**src/design/scc_pkg.sv**
```systemverilog
// ----------------------------------------------------------------------------
// scc_pkg - shunt current sense and offset calibration, shared definitions
// Widths, result kinds, register indexes and the status bundle of the
// calibration unit.
// ----------------------------------------------------------------------------
package scc_pkg;

  // field widths
  localparam int ADC_W       = 12;
  localparam int CUR_W       = 16;
  localparam int SECTOR_W    = 3;
  localparam int SUM_W       = 19;
  localparam int COUNT_W     = 7;
  localparam int SHUNT_W     = 2;
  localparam int WINDOW_W    = 15;
  localparam int PROD_W      = 2 * CUR_W;
  localparam int KIND_W      = 3;

  // stream word widths (tdata padded to whole bytes)
  localparam int IN_TDATA_W  = 104;
  localparam int IN_TUSER_W  = 1;
  localparam int OUT_TDATA_W = 80;

  // configuration port
  localparam int CFG_INDEX_W = 1;
  localparam int CFG_DATA_W  = WINDOW_W;

  localparam logic [CFG_INDEX_W-1:0] REG_SHUNT_COUNT   = 1'd0;
  localparam logic [CFG_INDEX_W-1:0] REG_OFFSET_WINDOW = 1'd1;

  localparam logic [SHUNT_W-1:0]  SHUNT_COUNT_RESET   = 2'd2;
  localparam logic [SHUNT_W-1:0]  SHUNT_THREE         = 2'd3;
  localparam logic [WINDOW_W-1:0] OFFSET_WINDOW_RESET = 15'd2048;

  // nominal converter offset, in 12-bit converter code scaled by 16
  localparam logic [CUR_W-1:0] NOMINAL_OFFSET = 16'd33015;

  // result kinds
  localparam logic [KIND_W-1:0] KIND_CALIBRATING = 3'd0;
  localparam logic [KIND_W-1:0] KIND_CAL_ACCEPT  = 3'd1;
  localparam logic [KIND_W-1:0] KIND_CAL_REJECT  = 3'd2;
  localparam logic [KIND_W-1:0] KIND_CURRENTS    = 3'd3;
  localparam logic [KIND_W-1:0] KIND_ALPHA_BETA  = 3'd4;

  typedef struct packed {
    logic             calibrated;
    logic [CUR_W-1:0] offset_u;
    logic [CUR_W-1:0] offset_v;
    logic [CUR_W-1:0] offset_w;
  } cal_status_t;

endpackage

```
**src/design/scc_calib.sv**
```systemverilog
// ----------------------------------------------------------------------------
// scc_calib - shunt offset calibration
// Accumulates 128 sample sets per phase, forms offsets as sum >> 3 and checks
// them against the nominal window. Holds the calibrated flag and offsets.
// ----------------------------------------------------------------------------
module scc_calib (
  input  logic                           clk,
  input  logic                           rst,
  input  logic                           step,        // one calibration word commits
  input  logic [scc_pkg::ADC_W-1:0]      adc_u,
  input  logic [scc_pkg::ADC_W-1:0]      adc_v,
  input  logic [scc_pkg::ADC_W-1:0]      adc_w,
  input  logic                           shunt_three,
  input  logic [scc_pkg::WINDOW_W-1:0]   offset_window,
  output scc_pkg::cal_status_t           status,
  output logic [scc_pkg::KIND_W-1:0]     cal_kind
);
  import scc_pkg::*;

  logic               calibrated;
  logic [COUNT_W-1:0] sample_count;
  logic [SUM_W-1:0]   sum_u, sum_v, sum_w;
  logic [CUR_W-1:0]   offset_u, offset_v, offset_w;

  logic [SUM_W-1:0]   sum_u_next, sum_v_next, sum_w_next;
  logic [CUR_W-1:0]   new_u, new_v, new_w;
  logic [CUR_W:0]     win_lo, win_hi;
  logic               last, pass;

  function automatic logic in_window(input logic [CUR_W-1:0] off,
                                     input logic [CUR_W:0]   lo,
                                     input logic [CUR_W:0]   hi);
    logic [CUR_W:0] x;
    x = {1'b0, off};
    return (x > lo) && (x < hi);
  endfunction

  always_comb begin
    sum_u_next = sum_u + SUM_W'(adc_u);
    sum_v_next = sum_v + SUM_W'(adc_v);
    sum_w_next = sum_w + SUM_W'(adc_w);
    last       = &sample_count;
    new_u      = sum_u_next[SUM_W-1:3];
    new_v      = sum_v_next[SUM_W-1:3];
    new_w      = shunt_three ? sum_w_next[SUM_W-1:3] : NOMINAL_OFFSET;
    // upper bound kept at 17 bits: no wrap for wide windows
    win_lo     = {1'b0, NOMINAL_OFFSET} - (CUR_W+1)'(offset_window);
    win_hi     = {1'b0, NOMINAL_OFFSET} + (CUR_W+1)'(offset_window);
    pass       = in_window(new_u, win_lo, win_hi) && in_window(new_v, win_lo, win_hi)
                 && in_window(new_w, win_lo, win_hi);
    if (!last) begin
      cal_kind = KIND_CALIBRATING;
    end else if (pass) begin
      cal_kind = KIND_CAL_ACCEPT;
    end else begin
      cal_kind = KIND_CAL_REJECT;
    end
  end

  always_ff @(posedge clk) begin
    if (rst) begin
      calibrated   <= 1'b0;
      sample_count <= '0;
      sum_u        <= '0;
      sum_v        <= '0;
      sum_w        <= '0;
      offset_u     <= '0;
      offset_v     <= '0;
      offset_w     <= '0;
    end else if (step) begin
      sample_count <= sample_count + COUNT_W'(1);
      if (last) begin
        sum_u <= '0;
        sum_v <= '0;
        sum_w <= '0;
        if (pass) begin
          calibrated <= 1'b1;
          offset_u   <= new_u;
          offset_v   <= new_v;
          offset_w   <= new_w;
        end else begin
          offset_u <= '0;
          offset_v <= '0;
          offset_w <= '0;
        end
      end else begin
        sum_u <= sum_u_next;
        sum_v <= sum_v_next;
        sum_w <= sum_w_next;
      end
    end
  end

  assign status.calibrated = calibrated;
  assign status.offset_u   = offset_u;
  assign status.offset_v   = offset_v;
  assign status.offset_w   = offset_w;

endmodule

```
**src/design/shunt_current_sense_calibrate_top.sv**
```systemverilog
// ----------------------------------------------------------------------------
// shunt_current_sense_calibrate_top - shunt current reconstruction
// Offset calibration of three shunt channels, then phase currents from the
// shunt samples or inverse Park alpha/beta from the previous dq currents.
// ----------------------------------------------------------------------------
//
//  channel   dir  handshake            payload
//  -------   ---  -------------------  ------------------------------------
//  s_*       in   s_tvalid / s_tready  tdata: adc_u adc_v adc_w sector
//                                      id_prev iq_prev sin_val cos_val
//                                      tuser: sampling
//  m_*       out  m_tvalid / m_tready  tdata: i_u i_v i_w i_alpha i_beta
//                                      tuser: kind
//  cfg_*     in   cfg_we               0 shunt_count, 1 offset_window
//
//  One word per cycle sustained while m_tready is high; an accepted word
//  fills the input register, then the output register, which raises m_tvalid.
//  Between the two registers: calibration adds and window compare, phase
//  subtractions, and the four 16x16 Park products with their sum and shift.
//  The output register loads when empty or when m_tready takes its word, so
//  input is taken while a finished word waits; s_tready drops only when both
//  registers are full and m_tready is low.
//  rst is synchronous: calibration restarts, both registers drain, registers
//  return to shunt_count = 2 and offset_window = 2048.
//
module shunt_current_sense_calibrate_top (
  input  logic                              clk,
  input  logic                              rst,
  // fields, low bit up: adc_u[11:0] adc_v[23:12] adc_w[35:24] sector[38:36]
  // id_prev[54:39] iq_prev[70:55] sin_val[86:71] cos_val[102:87] pad[103]
  input  logic [scc_pkg::IN_TDATA_W-1:0]    s_tdata,
  input  logic [scc_pkg::IN_TUSER_W-1:0]    s_tuser,     // sampling[0]
  input  logic                              s_tvalid,
  output logic                              s_tready,
  // fields, low bit up: i_u[15:0] i_v[31:16] i_w[47:32] i_alpha[63:48]
  // i_beta[79:64]
  output logic [scc_pkg::OUT_TDATA_W-1:0]   m_tdata,
  output logic [scc_pkg::KIND_W-1:0]        m_tuser,     // kind[2:0]
  output logic                              m_tvalid,
  input  logic                              m_tready,
  input  logic                              cfg_we,
  input  logic [scc_pkg::CFG_INDEX_W-1:0]   cfg_index,
  input  logic [scc_pkg::CFG_DATA_W-1:0]    cfg_data
);
  import scc_pkg::*;

  // configuration registers
  logic [SHUNT_W-1:0]  shunt_count;
  logic [WINDOW_W-1:0] offset_window;

  always_ff @(posedge clk) begin
    if (rst) begin
      shunt_count   <= SHUNT_COUNT_RESET;
      offset_window <= OFFSET_WINDOW_RESET;
    end else if (cfg_we) begin
      unique case (cfg_index)
        REG_SHUNT_COUNT:   shunt_count   <= cfg_data[SHUNT_W-1:0];
        REG_OFFSET_WINDOW: offset_window <= cfg_data;
        default: ;
      endcase
    end
  end

  // register handshake: each register loads when empty or when it moves on
  logic v1;
  logic load_out, move_out;

  assign load_out = !m_tvalid || m_tready;
  assign s_tready = !v1 || load_out;
  assign move_out = v1 && load_out;

  // input register
  logic [ADC_W-1:0]    adc_u1, adc_v1, adc_w1;
  logic                sampling1;
  logic [SECTOR_W-1:0] sector1;
  logic signed [CUR_W-1:0] id1, iq1, sin1, cos1;

  always_ff @(posedge clk) begin
    if (rst) begin
      v1 <= 1'b0;
    end else if (s_tready) begin
      v1 <= s_tvalid;
    end
  end

  always_ff @(posedge clk) begin
    if (s_tready && s_tvalid) begin
      adc_u1    <= s_tdata[11:0];
      adc_v1    <= s_tdata[23:12];
      adc_w1    <= s_tdata[35:24];
      sector1   <= s_tdata[38:36];
      id1       <= s_tdata[54:39];
      iq1       <= s_tdata[70:55];
      sin1      <= s_tdata[86:71];
      cos1      <= s_tdata[102:87];
      sampling1 <= s_tuser[0];
    end
  end

  // calibration unit; its state commits as the word enters the output register
  cal_status_t       status;
  logic [KIND_W-1:0] cal_kind;
  logic              shunt_three;

  assign shunt_three = (shunt_count == SHUNT_THREE);

  scc_calib u_calib (
    .clk           (clk),
    .rst           (rst),
    .step          (move_out && !status.calibrated),
    .adc_u         (adc_u1),
    .adc_v         (adc_v1),
    .adc_w         (adc_w1),
    .shunt_three   (shunt_three),
    .offset_window (offset_window),
    .status        (status),
    .cal_kind      (cal_kind)
  );

  // phase currents; converter code scaled by 16 to match the offsets
  logic [CUR_W-1:0] raw_u, raw_v, raw_w;
  logic [CUR_W-1:0] t_u, t_v, t_w;     // three-shunt per phase
  logic [CUR_W-1:0] d_u, d_v;          // two-shunt per phase
  logic [CUR_W-1:0] cur_u, cur_v, cur_w;
  logic [KIND_W-1:0] kind1;
  logic signed [PROD_W-1:0] p_idc, p_iqs, p_ids, p_iqc;
  logic signed [PROD_W:0]   sum_alpha, sum_beta;
  logic [CUR_W-1:0]         o_u, o_v, o_w, o_alpha, o_beta;

  always_comb begin
    raw_u = {adc_u1, 4'b0000};
    raw_v = {adc_v1, 4'b0000};
    raw_w = {adc_w1, 4'b0000};
    t_u   = status.offset_u - raw_u;
    t_v   = status.offset_v - raw_v;
    t_w   = status.offset_w - raw_w;
    d_u   = raw_u - status.offset_u;
    d_v   = raw_v - status.offset_v;

    if (shunt_three) begin
      cur_u = t_u;
      cur_v = t_v;
      cur_w = t_w;
      // rebuild the phase whose shunt window is too short in this sector
      case (sector1) inside
        3'd2, 3'd3: cur_u = -t_v - t_w;
        3'd1, 3'd5: cur_v = -t_u - t_w;
        default: ;
      endcase
    end else begin
      cur_u = d_u;
      cur_v = d_v;
      cur_w = -d_u - d_v;
    end

    if (!status.calibrated) begin
      kind1 = cal_kind;
    end else if (sampling1) begin
      kind1 = KIND_CURRENTS;
    end else begin
      kind1 = KIND_ALPHA_BETA;
    end

    // inverse Park: exact sum, floor shift by 15, wrap to 16 bits
    p_idc     = id1 * cos1;
    p_iqs     = iq1 * sin1;
    p_ids     = id1 * sin1;
    p_iqc     = iq1 * cos1;
    sum_alpha = {p_idc[PROD_W-1], p_idc} - {p_iqs[PROD_W-1], p_iqs};
    sum_beta  = {p_ids[PROD_W-1], p_ids} + {p_iqc[PROD_W-1], p_iqc};

    // fields outside the word's kind read as zero
    o_u     = '0;
    o_v     = '0;
    o_w     = '0;
    o_alpha = '0;
    o_beta  = '0;
    if (kind1 == KIND_CURRENTS) begin
      o_u = cur_u;
      o_v = cur_v;
      o_w = cur_w;
    end
    if (kind1 == KIND_ALPHA_BETA) begin
      o_alpha = sum_alpha[CUR_W+14:15];
      o_beta  = sum_beta[CUR_W+14:15];
    end
  end

  // output register
  always_ff @(posedge clk) begin
    if (rst) begin
      m_tvalid <= 1'b0;
    end else if (load_out) begin
      m_tvalid <= v1;
    end
  end

  always_ff @(posedge clk) begin
    if (move_out) begin
      m_tdata <= {o_beta, o_alpha, o_w, o_v, o_u};
      m_tuser <= kind1;
    end
  end

endmodule

```
**config.mk**
```make
export PLATFORM = sky130hd
export DESIGN_NAME = shunt_current_sense_calibrate_top
export DESIGN_NICKNAME = d
export VERILOG_FILES = /design/src/design/scc_pkg.sv /design/src/design/scc_calib.sv /design/src/design/shunt_current_sense_calibrate_top.sv
export SDC_FILE = /design/constraint.sdc
export NUM_CORES = 2
export LEC_CHECK = 0
export ABC_AREA = 1
export BUFFER_PORTS_ARGS = -buffer_cell sky130_fd_sc_hd__buf_4
export CORE_ASPECT_RATIO = 0.6
export CORE_MARGIN = 5
export CORE_UTILIZATION = 53
export DETAILED_ROUTE_END_ITERATION = 7
export PLACE_DENSITY_LB_ADDON = 0.25
export SLEW_MARGIN = 20
export SYNTH_ARGS = -nofsm -noshare
export SYNTH_HDL_FRONTEND = slang
export SYNTH_SLANG_ARGS = --single-unit
```
**constraint.sdc**
```tcl
create_clock -name clk -period 7.25 [get_ports clk]
set_input_delay 2.175 -clock clk [delete_from_list [all_inputs] [get_ports clk]]
set_output_delay 2.175 -clock clk [all_outputs]
set_load 0.005 [all_outputs]
```
======== Yosys cells after proc, flatten, opt, wreduce, memory -nomap -nowiden ========
Cells that the tools add are included.
word-level totals
  flip-flop bits (word level) ............. 319
  bits of input ports ..................... 126
  output and inout port bits .............. 85
  word-level logic and storage cells ...... 98
operators by class
  add/sub/neg operators ................... 19
  multiply operators ...................... 4
  order comparisons ....................... 6
  equality and inequality tests ........... 7
  muxes and demuxes ....................... 17
  bitwise logic cells ..................... 1
  reductions and logical operators ........ 20
operator list
  kind                                                                   count
  16-bit two-way mux                                                     10
  16-bit subtractor                                                      8
  16-bit by 16-bit multiplier with 31-bit output                         4
  19-bit by 12-bit adder with 19-bit output                              3
  19-bit two-way mux                                                     3
  16-bit by 17-bit > comparator with 1-bit output                        3
  16-bit by 17-bit < comparator with 1-bit output                        3
  16-bit negation                                                        3
  31-bit adder                                                           1
  31-bit subtractor                                                      1
  16-bit by 15-bit adder with 17-bit output (first input constant)       1
  16-bit by 15-bit subtractor with 17-bit output (first input constant)  1
  3-bit by 2-bit == test with 1-bit output (second input constant)       3
  3-bit two-way mux                                                      3
  9-bit AND reduction                                                    1
  1-bit logical AND                                                      8
  8-bit AND reduction                                                    1
  7-bit by 1-bit adder with 7-bit output (second input constant)         1
  7-bit AND reduction                                                    1
  3-bit == test (second input constant)                                  2
  2-bit AND reduction                                                    2
  2-bit OR reduction                                                     2
  3-bit by 1-bit == test with 1-bit output (second input constant)       1
  1-bit logical NOT                                                      3
  other kinds (4)                                                        5

======== Longest topological paths before layout ========
  depth after elaboration ................. 9
  gate-level depth with buffers ........... 32
  gate-level depth less buffers ........... 30

======== By module ========
Synthesis repeated with hierarchy kept, for this count alone.
second synthesis, totals
  cell total of the unflattened synthesis .. 7707
  area, all modules ....................... 62120.8 um^2
by module, submodules not included
  module                             instances  cells each  area each (um^2)  seq. area each (um^2)
  shunt_current_sense_calibrate_top  1          6423        53162.2           5995.8
  scc_calib                          1          1284        8958.6            2262.2

======== Worst setup path after synthesis ========
No wires, ideal clock.
  path kind ............................... register -> register
  from .................................... register iq1[15]
  to ...................................... register m_tdata[76] (netlist name), data pin
  setup time .............................. 0.255 ns
  arrival ................................. 6.703 ns
  required time ........................... 6.995 ns
  path slack .............................. 0.293 ns
  stages on the path, launching flop included .. 25
  path buffers ............................ 2
  period minus slack after synthesis ...... 6.957 ns
  cells stage by stage .................... edfxtp_1 > clkbuf_1 > clkbuf_1 > nand2_1 > inv_1 > fa_1 > fa_1 > inv_1 > fa_1 > inv_1 > fa_1 > fa_1 > fa_1 > fa_1 > inv_1 > fa_1 > inv_1 > ha_1 > a21oi_1 > o21ai_0 > a211o_1 > a31oi_1 > nand3_1 > nand2_1 > nor2_1
between the ends
  cells in the longest elaborated chain, start to end .. 2
ends and longest elaborated chain
  element                                         line                                      text
  start: declaration                              shunt_current_sense_calibrate_top.sv:76   logic signed [CUR_W-1:0] id1, iq1, sin1, cos1;
  start signal: assignment                        shunt_current_sense_calibrate_top.sv:93   iq1 <= s_tdata[70:55];
  16-bit by 16-bit multiplier with 31-bit output  shunt_current_sense_calibrate_top.sv:168  p_iqc = iq1 * cos1;
  31-bit adder                                    shunt_current_sense_calibrate_top.sv:170  sum_beta = {p_ids[PROD_W-1], p_ids} + {p_iqc[PROD_W-1], p_iqc};
  end signal: assignment                          shunt_current_sense_calibrate_top.sv:200  m_tdata <= {o_beta, o_alpha, o_w, o_v, o_u};
  end: declaration                                shunt_current_sense_calibrate_top.sv:37   output logic [scc_pkg::OUT_TDATA_W-1:0] m_tdata,
No other way between the ends.
A chain may end at the register's enable or synchronous reset.

======== Final worst setup path ========
  from .................................... register iq1[15]
  to ...................................... register m_tdata[62] (netlist name), data pin
between the ends
  cells in the longest elaborated chain, start to end .. 2
ends and longest elaborated chain
  element                                         line                                      text
  16-bit by 16-bit multiplier with 31-bit output  shunt_current_sense_calibrate_top.sv:166  p_iqs = iq1 * sin1;
  31-bit subtractor                               shunt_current_sense_calibrate_top.sv:169  sum_alpha = {p_idc[PROD_W-1], p_idc} - {p_iqs[PROD_W-1], p_iqs};
No other way between the ends.

==> flow_summary.json <==
{
  "synth_area_leaders": "fa_1, inv_1, ha_1, nand2_1, edfxtp_1",
  "r2r-start": "iq1[15]",
  "grt_max_degree": 76,
  "syn_inst": 7655,
  "coreArea_sq_um": 116300,
  "crit_fanout": 8,
  "wl_per_cell_um": 20.64,
  "setup_tns_ns": 0,
  "cts_made_buffers": 39,
  "drc": 0,
  "grt_pass1_vias": 51030,
  "grt_pass1_wl_mm": 302.2,
  "synthAdderAreaFrac_pct": 47.99,
  "ioPinCount": 211,
  "syn_area_sq_um": 61860,
  "cts.hold.buffers_added": 0,
  "fin_util_pct": 61.30,
  "syn_area_per_cell_sq_um": 8.082,
  "route.antenna.remaining_nets": 0,
  "critPathCaptureType": "register",
  "slew_viol_final": 0,
  "skew_ns": 0.02324,
  "cp_slowest_stage_delay_ns": 0.57,
  "dr.pass1.iters": 6,
  "drive_gt1_share_pct": 12.60,
  "grt-ovfl-total": 0,
  "netlist.area_leader.share_pct": 36.50,
  "dp_slack_ns": -0.2330,
  "synthArstFlopShare_pct": 0,
  "die-area_sq_um": 123900,
  "fin_crit_sh_pct": 99.94,
  "fmax_ghz": 0.1380,
  "cts-root-buf": "clkbuf_16",
  "cap_violations": 0,
  "vias": 51300,
  "final_nets": 9907,
  "final_cell_mix": "inv_1, nand2_1, fa_1, ha_1, buf_4",
  "start_util_pct": 53.21,
  "synthSimpleGateAreaFrac_pct": 15.55,
  "hold_class": "register to register",
  "place_hpwl_mm": 165.5,
  "synth-warning-count": 0,
  "htree_levels": 2,
  "gp_congestion": 1.023,
  "areaGrowthSynthToFinish_pct": 15.20,
  "ys_seq_area_share_pct": 13.35,
  "startpoint_type": "register",
  "crit_type": "register to register",
  "max_slew_margin_pct": 25.38,
  "synth_edf_count": 187,
  "insertion_delay_ns": 0.64,
  "synth_xor_area_share_pct": 2.067,
  "worstPathArrival_ns": 7.61,
  "clkSinkCount": 319,
  "crit_path_top_delay_cell": "fa_1",
  "die_y_um": 274.6,
  "synth_compound_area_share_pct": 6.446,
  "hold_viol_final": 0,
  "fp.dieW_um": 451.1,
  "worstPathRequired_ns": 7.61,
  "critical_path.most_common_cell": "fa_1",
  "synthDistinctLibCells": 51,
  "synthFlopType": "edfxtp_1",
  "rsz0062_at_grt": "yes",
  "clock_path_buffers": 3,
  "antenna_found_initial": 2,
  "drt-total-wl_mm": 199.2,
  "portBuffers": 209,
  "whs_ns": 0.4595,
  "setup_ws_ns": 0.004309,
  "synth.largest_area_cell": "fa_1",
  "rows": 97,
  "outcome": "finished, final reports clean",
  "final_common_cell": "inv_1",
  "finalCriticalPeriod_ns": 7.246,
  "muxShareOfSynthArea_pct": 0,
  "cts_tree": "built",
  "synth_top_family_by_area": "adder cells",
  "initialDrtViolationCount": 5548,
  "hp-start": "u_calib.offset_w[4]",
  "tightest_slew_ns": 1.108,
  "synth-seq-cells": 319,
  "via_per_inst": 5.316,
  "syn_nets": 9477,
  "grt_usage_pct": 32.14,
  "setup_viol": 0,
  "startpoint": "iq1[15]",
  "clkTransAtPathRegs_ns": 0.07
}
[what timing repair did]
| action | in CTS | in global routing |
|---|---|---|
| setup buffers | 2 | 36 |
| pin swaps | 3 | 128 |
| gates resized for setup | 33 | 338 |
| hold endpoints to repair | 0 | 0 |
| setup endpoints to repair | 18 | 31 |
| gates cloned | 0 | 3 |
[per-layer routing]
metal  vias to the layer above  track usage (%)  routed length (um)
li1                      23480                -                   -
met1                     25030            50.40               91220
met2                      2621            40.16               72510
met3                       166            14.21               31320
met4                         2            6.224                4029
met5                         -                0                  80
[metrics by stage]
| step | instances | instance area [sq um] |
|---|---|---|
| after floorplan | 7655 | 61860 |
| after global placement | 9540 | 68140 |
| after detailed placement | 9540 | 68140 |
| after CTS | 9612 | 69560 |
| after global routing | 9648 | 71260 |
| final | 9650 | 71270 |
[synthesized netlist by cell type, drive strengths merged, types with 2 or more instances]
cell     count
nor3        37
o22ai        4
a21boi       9
a21o        15
o221ai       3
o21bai      23
edfxtp     187
clkbuf     245
ha         568
and2         6
or2         35
a221oi       6
nand3      168
o21ai      213
a211oi      11
o31ai        5
nand3b      18
buf          7
nor4         6
o211ai      11
a31oi       21
inv       2145
xnor2       39
nand2     1768
o311ai       2
nor2       298
o21a        20
fa        1128
a2bb2oi      3
nand4       53
o2111ai      3
xor2       107
dfxtp      132
a21oi      354
[area by class of cell]
type,count,area [sq um]
inverter,2145,8075
tap,1534,1919
clock inverter,26,305.3
multi-input combinational,4939,45750
sequential,319,8258
fill,10250,45000
clock buffer,44,994.7
antenna,2,5.005
timing repair buffer,641,5964
[registers in the layout, summed over array words and instances (netlist names), 3 cells and up]
register              count
iq1                      16
m_tdata                  80
adc_w1                   12
u_calib.sum_u            19
adc_u1                   12
sector1                   3
m_tuser                   3
id1                      16
offset_window            15
u_calib.sample_count      7
sin1                     16
u_calib.sum_w            19
cos1                     16
u_calib.offset_v         16
adc_v1                   12
u_calib.offset_u         16
u_calib.sum_v            19
u_calib.offset_w         16
[critical path, delay by kind of cell, from the launching register on]
kind	cells	cell delay, ns
adders and majority gates	9	4.40
and+or+nand+nor	6	0.52
DFF	1	0.41
buffers and inverters	13	1.40
AOI/OAI and AO/OA	1	0.06
xor gates and xnor gates	1	0.14
[final timing paths]
path / end / slack [ns] / depth (start not counted)
setup / recovery: m_tdata[62] / 0.004 / 30
hold / removal: u_calib.offset_w[4] / 0.46 / 2
setup reg to reg: m_tdata[62] / 0.004 / 30
hold reg to reg: u_calib.offset_w[4] / 0.46 / 2
[kinds of logic after synthesis]
group                    after synthesis
AO/OA/AOI/OAI                        706
XOR/XNOR                             146
adder cells (fa/ha/maj)             1696
buffers and inverters               2397
flip-flops                           319
AND/OR/NAND/NOR                     2391
Power is not shown: default switching activity piles up to over one toggle a cycle in this logic, so the estimate is an artifact.
